<file path="config.mk">
export PLATFORM = sky130hd
export DESIGN_NAME = battery_thermal_model_monitor
export DESIGN_NICKNAME = d
export VERILOG_FILES = /design/src/hdl/btm_pkg.sv /design/src/hdl/btm_serial_mul.sv /design/src/hdl/battery_thermal_model_monitor.sv
export SDC_FILE = /design/constraint.sdc
export NUM_CORES = 1
export LEC_CHECK = 0
export CAP_MARGIN = 40
export CORE_MARGIN = 5
export CORE_UTILIZATION = 45
export DETAILED_ROUTE_END_ITERATION = 8
export DONT_BUFFER_PORTS = 1
export GPL_ROUTABILITY_DRIVEN = 0
export SLEW_MARGIN = 20
export SYNTH_ARGS = -nofsm -noshare
export SYNTH_HDL_FRONTEND = slang
export SYNTH_SLANG_ARGS = --single-unit
</file>
<file path="constraint.sdc">
create_clock -name clk -period 8.85 [get_ports clk]
set_input_delay 0.885 -clock clk [delete_from_list [all_inputs] [get_ports clk]]
set_output_delay 0.885 -clock clk [all_outputs]
set_load 0.02 [all_outputs]
</file>
<file path="src/hdl/btm_pkg.sv">
package btm_pkg;

  // fixed field widths
  localparam int TEMP_BITS          = 20;
  localparam int CURRENT_BITS       = 16;
  localparam int GAIN_BITS          = 24;
  localparam int HEAT_SHIFT         = 20;
  localparam int COEF_FRAC_BITS_DEF = 24;

  // multiplier digit, bits consumed per cycle
  localparam int DIGIT_BITS = 4;

  // derived datapath widths
  localparam int ISQ_BITS  = 2 * CURRENT_BITS - 1;
  localparam int HEAT_BITS = GAIN_BITS + ISQ_BITS - HEAT_SHIFT;
  localparam int MCAND_BITS = HEAT_BITS + 2;

  // configuration port
  localparam int CFG_ADDR_BITS = 8;
  localparam int CFG_DATA_BITS = 32;

  localparam logic [CFG_ADDR_BITS-1:0] REG_HEATING_GAIN    = 8'd0;
  localparam logic [CFG_ADDR_BITS-1:0] REG_RATE_NODE_ONE   = 8'd1;
  localparam logic [CFG_ADDR_BITS-1:0] REG_RATE_NODE_TWO   = 8'd2;
  localparam logic [CFG_ADDR_BITS-1:0] REG_AMBIENT_TEMP    = 8'd3;
  localparam logic [CFG_ADDR_BITS-1:0] REG_ALERT_THRESHOLD = 8'd4;

  // reset values
  localparam int HEATING_GAIN_RESET    = 216138;
  localparam int RATE_NODE_ONE_RESET   = 1617727;
  localparam int RATE_NODE_TWO_RESET   = 48816;
  localparam int AMBIENT_TEMP_RESET    = 6400;
  localparam int ALERT_THRESHOLD_RESET = 2560;
  localparam int NODE_ONE_RESET        = 15360;
  localparam int NODE_TWO_RESET        = 7680;

  typedef struct packed {
    logic signed [CURRENT_BITS-1:0] cell_current;
    logic signed [TEMP_BITS-1:0]    measured_temp;
  } btm_in_t;

  typedef struct packed {
    logic signed [TEMP_BITS-1:0] model_temp;
    logic                        deviation_alert;
  } btm_out_t;

endpackage

</file>
<file path="src/hdl/btm_serial_mul.sv">
module btm_serial_mul #(
  parameter int MC_W   = btm_pkg::MCAND_BITS,
  parameter int MULT_W = 28
) (
  input  logic                           clk,
  input  logic                           rst_n,
  input  logic                           start,
  input  logic signed [MC_W-1:0]         mcand,
  input  logic        [MULT_W-1:0]       mplier,
  output logic                           done,
  output logic signed [MC_W+MULT_W-1:0]  prod
);
  import btm_pkg::*;

  localparam int SW    = MC_W + DIGIT_BITS;
  localparam int STEPS = MULT_W / DIGIT_BITS;
  localparam int CNT_W = $clog2(STEPS + 1);

  logic signed [MC_W-1:0]   mc_r;
  logic        [MULT_W-1:0] mp_r, mp_nxt;
  logic signed [MC_W-1:0]   hi_r, hi_nxt;
  logic        [MULT_W-1:0] lo_r, lo_nxt;
  logic        [CNT_W-1:0]  cnt_r, cnt_nxt;
  logic                     busy_r, busy_nxt;
  logic                     done_r, done_nxt;

  logic signed [SW-1:0] mc_ext, dig_ext, part, hi_ext, sum;

  // one digit of the multiplier per cycle, lsb first
  assign mc_ext  = SW'(mc_r);
  assign dig_ext = SW'(mp_r[DIGIT_BITS-1:0]);
  assign hi_ext  = SW'(hi_r);
  assign part    = mc_ext * dig_ext;
  assign sum     = hi_ext + part;

  // step control
  always_comb begin
    busy_nxt = busy_r;
    done_nxt = 1'b0;
    cnt_nxt  = cnt_r;
    if (start) begin
      busy_nxt = 1'b1;
      cnt_nxt  = CNT_W'(STEPS);
    end else if (busy_r) begin
      cnt_nxt = cnt_r - 1'b1;
      if (cnt_r == CNT_W'(1)) begin
        busy_nxt = 1'b0;
        done_nxt = 1'b1;
      end
    end
  end

  // accumulator and shift registers
  always_comb begin
    hi_nxt = hi_r;
    lo_nxt = lo_r;
    mp_nxt = mp_r;
    if (start) begin
      hi_nxt = '0;
      lo_nxt = '0;
      mp_nxt = mplier;
    end else if (busy_r) begin
      hi_nxt = sum[SW-1:DIGIT_BITS];
      lo_nxt = {sum[DIGIT_BITS-1:0], lo_r[MULT_W-1:DIGIT_BITS]};
      mp_nxt = mp_r >> DIGIT_BITS;
    end
  end

  always_ff @(posedge clk) begin
    if (!rst_n) begin
      busy_r <= 1'b0;
      done_r <= 1'b0;
      cnt_r  <= '0;
    end else begin
      busy_r <= busy_nxt;
      done_r <= done_nxt;
      cnt_r  <= cnt_nxt;
    end
  end

  always_ff @(posedge clk) begin
    if (start) begin
      mc_r <= mcand;
    end
    hi_r <= hi_nxt;
    lo_r <= lo_nxt;
    mp_r <= mp_nxt;
  end

  assign done = done_r;
  assign prod = {hi_r, lo_r};

endmodule

</file>
<file path="src/hdl/battery_thermal_model_monitor.sv">
// a new request is held off until the shared 4-bit serial multiplier has formed current squared,
//   the heat term and both node updates in turn, and the result is in the output register
// a finished result waits in the output register while the next request is taken
// reset (synchronous, rst_n low): registers return to their defaults, node one 60 C,
//   node two 30 C, no result pending
module battery_thermal_model_monitor #(
  parameter int COEF_FRAC_BITS = btm_pkg::COEF_FRAC_BITS_DEF
) (
  input  logic                                clk,
  input  logic                                rst_n,
  input  logic                                in_valid,
  output logic                                in_stall,
  input  btm_pkg::btm_in_t                    in_data,
  output logic                                out_valid,
  input  logic                                out_stall,
  output btm_pkg::btm_out_t                   out_data,
  input  logic                                cfg_valid,
  output logic                                cfg_ready,
  input  logic [btm_pkg::CFG_ADDR_BITS-1:0]   cfg_addr,
  input  logic [btm_pkg::CFG_DATA_BITS-1:0]   cfg_data
);
  import btm_pkg::*;

  localparam int RW     = COEF_FRAC_BITS + 1;
  localparam int MC_W   = MCAND_BITS;
  localparam int MP_RAW = (RW > GAIN_BITS) ? RW : GAIN_BITS;
  localparam int MULT_W = ((MP_RAW + DIGIT_BITS - 1) / DIGIT_BITS) * DIGIT_BITS;
  localparam int PW     = MC_W + MULT_W;
  localparam int SH_W   = PW - COEF_FRAC_BITS;
  localparam int SUM_W  = SH_W + 1;

  localparam logic signed [SUM_W-1:0] SAT_HI = SUM_W'(2 ** (TEMP_BITS - 1) - 1);
  localparam logic signed [SUM_W-1:0] SAT_LO = ~SAT_HI;

  localparam logic [2:0] ST_IDLE   = 3'd0;
  localparam logic [2:0] ST_SQUARE = 3'd1;
  localparam logic [2:0] ST_HEAT   = 3'd2;
  localparam logic [2:0] ST_NODE1  = 3'd3;
  localparam logic [2:0] ST_NODE2  = 3'd4;
  localparam logic [2:0] ST_FINISH = 3'd5;

  logic [2:0] state_r, state_nxt;

  logic        [GAIN_BITS-1:0] gain_r;
  logic        [RW-1:0]        rate1_r, rate2_r;
  logic signed [TEMP_BITS-1:0] amb_r;
  logic        [TEMP_BITS-2:0] thr_r;
  logic signed [TEMP_BITS-1:0] n1_r, n2_r;
  logic signed [TEMP_BITS-1:0] meas_r;
  btm_out_t                    out_data_r;
  logic                        out_valid_r;

  logic                     mul_start, mul_done;
  logic signed [MC_W-1:0]   mul_mcand;
  logic        [MULT_W-1:0] mul_mplier;
  logic signed [PW-1:0]     mul_prod;

  logic signed [CURRENT_BITS:0]   cur_ext, cur_neg;
  logic        [CURRENT_BITS-1:0] cur_abs;
  logic signed [MC_W-1:0]         heat_ext, amb_ext, n1_ext, n2_ext, d1, d2;
  logic signed [SH_W-1:0]         prod_sh;
  logic signed [SUM_W-1:0]        node_sum;
  logic signed [TEMP_BITS-1:0]    node_sel, node_sat;
  logic signed [TEMP_BITS:0]      gap;
  logic        [TEMP_BITS:0]      gap_abs;
  logic                           in_take, out_free;

  btm_serial_mul #(
    .MC_W   (MC_W),
    .MULT_W (MULT_W)
  ) u_mul (
    .clk    (clk),
    .rst_n  (rst_n),
    .start  (mul_start),
    .mcand  (mul_mcand),
    .mplier (mul_mplier),
    .done   (mul_done),
    .prod   (mul_prod)
  );

  // handshakes
  assign in_stall  = (state_r != ST_IDLE);
  assign in_take   = in_valid && !in_stall;
  assign out_free  = !out_valid_r || !out_stall;
  assign cfg_ready = 1'b1;
  assign out_valid = out_valid_r;
  assign out_data  = out_data_r;

  // magnitude of the current, squaring ignores its sign
  assign cur_ext = (CURRENT_BITS + 1)'(in_data.cell_current);
  assign cur_neg = -cur_ext;
  assign cur_abs = cur_ext[CURRENT_BITS] ? cur_neg[CURRENT_BITS-1:0]
                                         : cur_ext[CURRENT_BITS-1:0];

  // node differences
  assign heat_ext = MC_W'(mul_prod[HEAT_SHIFT +: HEAT_BITS]);
  assign amb_ext  = MC_W'(amb_r);
  assign n1_ext   = MC_W'(n1_r);
  assign n2_ext   = MC_W'(n2_r);
  assign d1       = heat_ext + amb_ext - n1_ext;
  assign d2       = n1_ext - n2_ext;

  // node update: floor shift of the product, add, clamp
  assign prod_sh  = mul_prod[PW-1:COEF_FRAC_BITS];
  assign node_sel = (state_r == ST_NODE1) ? n1_r : n2_r;
  assign node_sum = SUM_W'(node_sel) + SUM_W'(prod_sh);

  always_comb begin
    if (node_sum > SAT_HI) begin
      node_sat = SAT_HI[TEMP_BITS-1:0];
    end else if (node_sum < SAT_LO) begin
      node_sat = SAT_LO[TEMP_BITS-1:0];
    end else begin
      node_sat = node_sum[TEMP_BITS-1:0];
    end
  end

  // deviation between measured and modelled temperature
  assign gap     = (TEMP_BITS + 1)'(meas_r) - (TEMP_BITS + 1)'(n2_r);
  assign gap_abs = gap[TEMP_BITS] ? (TEMP_BITS + 1)'(-gap) : (TEMP_BITS + 1)'(gap);

  // sequencer over the shared multiplier
  always_comb begin
    state_nxt  = state_r;
    mul_start  = 1'b0;
    mul_mcand  = '0;
    mul_mplier = '0;
    case (state_r)
      ST_IDLE: begin
        if (in_take) begin
          mul_start  = 1'b1;
          mul_mcand  = MC_W'(cur_abs);
          mul_mplier = MULT_W'(cur_abs);
          state_nxt  = ST_SQUARE;
        end
      end
      ST_SQUARE: begin
        if (mul_done) begin
          mul_start  = 1'b1;
          mul_mcand  = MC_W'(mul_prod[ISQ_BITS-1:0]);
          mul_mplier = MULT_W'(gain_r);
          state_nxt  = ST_HEAT;
        end
      end
      ST_HEAT: begin
        if (mul_done) begin
          mul_start  = 1'b1;
          mul_mcand  = d1;
          mul_mplier = MULT_W'(rate1_r);
          state_nxt  = ST_NODE1;
        end
      end
      ST_NODE1: begin
        if (mul_done) begin
          mul_start  = 1'b1;
          mul_mcand  = d2;
          mul_mplier = MULT_W'(rate2_r);
          state_nxt  = ST_NODE2;
        end
      end
      ST_NODE2: begin
        if (mul_done) begin
          state_nxt = ST_FINISH;
        end
      end
      ST_FINISH: begin
        if (out_free) begin
          state_nxt = ST_IDLE;
        end
      end
      default: begin
        state_nxt = ST_IDLE;
      end
    endcase
  end

  // control state, configuration and model nodes
  always_ff @(posedge clk) begin
    if (!rst_n) begin
      state_r     <= ST_IDLE;
      out_valid_r <= 1'b0;
      gain_r      <= GAIN_BITS'(HEATING_GAIN_RESET);
      rate1_r     <= RW'(RATE_NODE_ONE_RESET);
      rate2_r     <= RW'(RATE_NODE_TWO_RESET);
      amb_r       <= TEMP_BITS'(AMBIENT_TEMP_RESET);
      thr_r       <= (TEMP_BITS - 1)'(ALERT_THRESHOLD_RESET);
      n1_r        <= TEMP_BITS'(NODE_ONE_RESET);
      n2_r        <= TEMP_BITS'(NODE_TWO_RESET);
    end else begin
      state_r <= state_nxt;
      if (state_r == ST_FINISH && out_free) begin
        out_valid_r <= 1'b1;
      end else if (!out_stall) begin
        out_valid_r <= 1'b0;
      end
      if (cfg_valid && cfg_ready) begin
        case (cfg_addr)
          REG_HEATING_GAIN:    gain_r  <= cfg_data[GAIN_BITS-1:0];
          REG_RATE_NODE_ONE:   rate1_r <= cfg_data[RW-1:0];
          REG_RATE_NODE_TWO:   rate2_r <= cfg_data[RW-1:0];
          REG_AMBIENT_TEMP:    amb_r   <= cfg_data[TEMP_BITS-1:0];
          REG_ALERT_THRESHOLD: thr_r   <= cfg_data[TEMP_BITS-2:0];
          default: begin
          end
        endcase
      end
      if (state_r == ST_NODE1 && mul_done) begin
        n1_r <= node_sat;
      end
      if (state_r == ST_NODE2 && mul_done) begin
        n2_r <= node_sat;
      end
    end
  end

  // request and result payload
  always_ff @(posedge clk) begin
    if (in_take) begin
      meas_r <= in_data.measured_temp;
    end
    if (state_r == ST_FINISH && out_free) begin
      out_data_r.model_temp      <= n2_r;
      out_data_r.deviation_alert <= (gap_abs > (TEMP_BITS + 1)'(thr_r));
    end
  end

  // a taken request always starts the squaring pass
  a_take_starts: assert property (@(posedge clk) disable iff (!rst_n)
    in_take |=> (state_r == ST_SQUARE))
    else $error("request taken but squaring pass not started");

  // multiplier completion only seen while a product is awaited
  a_done_expected: assert property (@(posedge clk) disable iff (!rst_n)
    mul_done |-> (state_r == ST_SQUARE || state_r == ST_HEAT ||
                  state_r == ST_NODE1 || state_r == ST_NODE2))
    else $error("multiplier finished outside a product state");

  // a finished result is presented and the block goes idle
  a_finish_loads: assert property (@(posedge clk) disable iff (!rst_n)
    (state_r == ST_FINISH && out_free) |=> (out_valid_r && state_r == ST_IDLE))
    else $error("finished result not loaded into output register");

  // a pending result is never overwritten
  a_finish_waits: assert property (@(posedge clk) disable iff (!rst_n)
    (state_r == ST_FINISH && out_valid_r && out_stall) |=> (state_r == ST_FINISH))
    else $error("result finished while output register still occupied");

endmodule
</file>
=== Word level (Yosys, flattened, before mapping) ===
Cells that the tools add are included.

* Register bits after elaboration: 333
* Input bits: 81
* Output and inout port bits: 24

* Add/sub/neg operators: 9
* Multipliers: 1
* Order comparisons: 3
* Eq/ne operators: 17
* Multiplexer cells: 35
* Bitwise operators: 2
* Reduce and logical (&&, ||, !) cells: 20

{| class="wikitable"
|+ Operators by type and width
! operator !! count
|-
| $pmux W37 S4 || 1
|-
| $pmux W25 S4 || 1
|-
| $mux W37 || 2
|-
| $mux W20 || 3
|-
| $mux W28 || 2
|-
| $mux W25 || 2
|-
| $mux W16 || 3
|-
| $add A20 B41 Y42 || 1
|-
| $gt A42 B20 Y1 const B || 1
|-
| $lt A42 B20 Y1 const B || 1
|-
| $sub A20 B20 Y21 || 2
|-
| $add A37 B41 Y41 || 1
|-
| $mul A37 B5 Y41 || 1
|-
| $add A36 B20 Y37 || 1
|-
| $sub A37 B20 Y37 || 1
|-
| $mux W31 || 1
|-
| $mux W24 || 1
|-
| $mux W3 || 8
|-
| $gt A21 B19 Y1 || 1
|-
| $mux W21 || 1
|-
| $neg A21 Y21 || 1
|-
| $pmux W3 S6 || 1
|-
| $eq A8 B2 Y1 const B || 2
|-
| $neg A16 Y16 || 1
|-
| 21 further kinds || 47
|}

=== Depth between registers and ports, before layout ===
* Depth after elaboration: 6
* Gate-level depth with buffers: 27
* Gate-level depth less buffers: 26

=== By module ===
Synthesis repeated with hierarchy kept, for this count alone.

* Cell total of the unflattened synthesis: 3324
* Area total of the unflattened synthesis: 28352.2 µm²

{| class="wikitable"
|+ By module, submodules not included
! module !! instances !! cells an instance !! area each (µm²) !! sequential area each (µm²)
|-
| battery_thermal_model_monitor || 1 || 2192 || 17330.4 || 4374.2
|-
| btm_serial_mul || 1 || 1132 || 11021.8 || 3353.2
|}

=== Worst setup path after synthesis ===
OpenSTA, ideal clock, no wires.

* Path kind: reg-to-reg
* From: register u_mul.mp_r[1]
* To: register u_mul.hi_r[36]
* Library setup time: 119 ps
* Data arrival time: 5232 ps
* Path slack: 3499 ps
* Stages on the path, launching flop included: 19
* Buffers on the path: 1
* Clock period less this slack: 5351 ps
* Path through: edfxtp_1 > clkbuf_1 > nand2_1 > fa_1 > fa_1 > fa_1 > inv_1 > ha_1 > a21oi_1 > o21bai_1 > a2111oi_0 > nor4_1 > o31a_1 > a221o_1 > a221oi_2 > o31ai_1 > a311o_1 > o21ai_0 > a21oi_1

* Cells in the longest elaborated chain, start to end: 2

{| class="wikitable"
|+ RTL lines
! element !! line !! source
|-
| from (decl) || btm_serial_mul.sv:20 || <nowiki>logic [MULT_W-1:0] mp_r, mp_nxt;</nowiki>
|-
| from (signal assigned) || btm_serial_mul.sv:87 || <nowiki>mp_r <= mp_nxt;</nowiki>
|-
| $mul A37 B5 Y41 || btm_serial_mul.sv:33 || <nowiki>assign part = mc_ext * dig_ext;</nowiki>
|-
| $add A37 B41 Y41 || btm_serial_mul.sv:34 || <nowiki>assign sum = hi_ext + part;</nowiki>
|-
| to (signal assigned) || btm_serial_mul.sv:85 || <nowiki>hi_r <= hi_nxt;</nowiki>
|-
| to (decl) || btm_serial_mul.sv:21 || <nowiki>logic signed [MC_W-1:0] hi_r, hi_nxt;</nowiki>
|}

No other way between the ends.
A chain may end at the register's enable or synchronous reset.

=== Worst setup path after layout ===
Ends and elaborated chain as after synthesis.

==> out/results.txt <==
final setup TNS - 0 ns
EDFF count, synth - 103
grt ovf - 0
Root Buffer - clkbuf_16
Buffers on Ports - 0
Compound-Gate Fraction of Synth Area - 18.1%
Bufs and invs on worst path - 2
Avg Cell Area, Syn - 8.85 sq um
worst-margin pin slew - 0.832 ns
# H-tree levels - 2
P per Cell Area - 239 nW/um^2
die footprint - 65200 sq um
asr flop ratio synth - 0%
sequential share of the synthesized area - 28.2%
Adder-Cell Fraction of Synth Area - 21.4%
CP dominant cell by count - ha_1
post-CTS setup buffers - 0
R2R Path End - u_mul.hi_r[36]
Top Ports - 105
Peak VDD IR - 0.000144 V
Max Fclk - 155 MHz
final period utilization - 72.9%
largest area contributor in the netlist - dfxtp_1
combinational family with the most area after synthesis - adder cells
clk sinks - 330
Worst Setup Path Type - reg2reg
wire length per cell - 21.2 microns
Hold EP - meas_r[16]
Hold Path Stages - 0
Crit path largest cell delay - 0.86 ns
arrival time at the worst endpoint - 6.91 ns
number of core rows - 90
Register Area - 7640 sq um
reg-to-reg startpoint - u_mul.mp_r[1]
global-route wire length before repair - 126000 microns
Met3 Wirelength - 4910 microns
met2 wire length - 39900 microns
detailed-routing wirelength on met1 - 33000 microns
GRT Util Overall - 24.4%
crit path max fanout - 19
area grow syn2layout - 8.27%
Starting Density - 45.1%
Syn Inst Count - 3059
Yosys Warn Count - 0
#FFs+latches synth - 330
clock skew - 0.0255 ns
fraction of the mapped netlist area in simple logic gates - 18.2%
area of the multi-input gates - 18100 sq um
Max Buffers Root-to-Sink - 3
routed wire length - 80800 microns
Syn Std Cell Area - 27100 sq um
antenna diode count - 0
antenna viol nets, final - 0
Synth area leaders - dfxtp_1, edfxtp_1, fa_1, ha_1, nand2_1
post-cts resize count - 0
Final Hold Vio Count - 0
TritonRoute pass-1 iters - 8
RSZ-0062 raised after global routing - false
DRT iter0 DRCs - 1827
status - finished clean
Register-to-Register Path Depth - 19
core area - 60000 sq um
Num CTS Buffers - 39
post-synthesis mux area share - 3.79%
Netlist cell types - 89
Largest delay share family, worst path - compound AO/OA/AOI/OAI gates
top-area cell type share of the netlist area - 16.8%
worst hold start - in_data[16]
final number of setup-violating endpoints - 0
Die Y - 255 microns
largest net degree at the start of global routing - 159
vias in the first global route - 22300
minimum clock period - 6.45 ns
max layer used - met4
top post-synthesis cells by count - nand2_1, inv_1, dfxtp_1, ha_1, nor2_1
Via Count - 22600
share of post-route cells with drive strength above 1 - 5.25%
post-layout util - 48.8%
Clk pin slew, worst setup/hold paths - 0.06 ns
critical path cell sequence - buf_4 > and2_1 > fa_1 > ha_1 > ha_1 > ha_1 > fa_1 > a21oi_1 > o21bai_1 > a2111oi_0 > dlymetal6s2s_1 > nor4_1 > o31a_1 > a221o_1 > a221oi_2 > o31ai_1 > a311o_1 > o21ai_0 > a21oi_1
CTS tree - built
worst rel slew slack - 44.4%
initial antenna violation count - 0
hpwl dp - 61900 microns
DR vias/cell - 5.92
Final #Nets - 3454
count leader, synth - nand2_1
Critical Path RT - 9.31 ns
maxcap violations - 0
XOR/XNOR Fraction of Synth Area - 5.05%
flop-to-flop setup slack - 2.40 ns
CP max stage cell - edfxtp_1
Critical Path Source Type - register
top_reg_cell synth - dfxtp_1
leakage - 12.4 nW
crit end category - register
Hold Buf Count CTS - 0
pins over their slew limit - 0
Clock Latency Late Sink - 0.59 ns
chip width - 255 microns
syn nets - 3514
Residual DRC - 0
worst min path class - in2reg
# fillers - 5701
-- layer usage --
metal  global-route usage [%]  up-vias
met1                     31.0    11000
met5                        0        -
li1                         -    10600
met4                     8.33        0
met3                     3.49      147
met2                     42.6      750
-- registers in the layout, summed over array words and instances, names as in the netlist --
register      cells
rate1_r          25
state_r           3
gain_r           24
thr_r            19
u_mul.mp_r       25
u_mul.hi_r       37
meas_r           20
u_mul.mc_r       37
rate2_r          25
n2_r             20
u_mul.done        1
out_valid         1
u_mul.cnt_r       3
u_mul.busy_r      1
out_data         21
u_mul.lo_r       28
n1_r             20
amb_r            20
-- final cells by class --
class | instances | share of cell area, %
sequential | 330 | 26.1
tap | 782 | 3.34
multi-input combinational | 2359 | 61.6
inverter | 238 | 3.05
clock inverter | 17 | 0.888
clock buffer | 55 | 3.96
timing repair buffer | 31 | 1.05
-- where the power goes --
part | internal [mW] | total [mW] | leakage [nW] | switching, mW
logic | 1.45 | 3.42 | 8.87 | 1.97
registers | 1.67 | 1.85 | 2.85 | 0.177
clock network | 1.05 | 1.75 | 0.689 | 0.699
total | 4.17 | 7.01 | 12.4 | 2.84
-- kinds of logic (layout without fill, tap and decap cells) --
| kind of cell | after synthesis | count (layout) |
|---|---|---|
| fa+ha+maj | 374 | 374 |
| compound gates | 713 | 713 |
| flops | 330 | 330 |
| xor+xnor | 156 | 156 |
| simple gates | 1015 | 1015 |
| mux | 100 | 100 |
| other cells | 1 | 1 |
| buf+inv | 370 | 341 |
-- cell usage in the layout (no fill, tap or decap), types with 34 or more instances in the layout --
master / count
a21oi_1: 144
inv_1: 237
nand4_1: 37
nor2b_1: 34
clkbuf_16: 42
ha_1: 224
nand3_1: 91
fa_1: 150
xnor2_1: 98
nand2_1: 377
dfxtp_1: 226
o211ai_1: 37
mux2i_1: 81
a21o_1: 67
xor2_1: 58
nor2_1: 170
edfxtp_1: 103
and2_1: 153
nor3_1: 36
a21boi_0: 71
o21ai_0: 115
-- metrics by stage --
stage          instance area, sq um  worst slack, ns  hold slack [ns]  std cells  power (mW)
2_1_floorplan                 27100             3.50            0.434       3059        4.44
3_3_place_gp                  27700             2.22            0.448       3730        5.17
3_5_place_dp                  27800             2.24            0.456       3736        5.24
4_1_cts                       29200             2.13            0.370       3808        7.02
5_1_grt                       29300             2.06            0.373       3812        7.53
6_report                      29300             2.40            0.395       3812        7.01
-- worst max-delay path by stage --
stage / startpoint / end / cells past startpoint
after detailed placement: u_mul.mp_r[1] / u_mul.hi_r[36] / 18
after floorplan: u_mul.mp_r[1] / u_mul.hi_r[36] / 18
after CTS: u_mul.mp_r[1] / u_mul.hi_r[36] / 18
after global routing: u_mul.mp_r[1] / u_mul.hi_r[36] / 19
after global placement: u_mul.mp_r[1] / u_mul.hi_r[36] / 18
final: u_mul.mp_r[1] / u_mul.hi_r[36] / 19
Power figures use the tool's default switching activity.
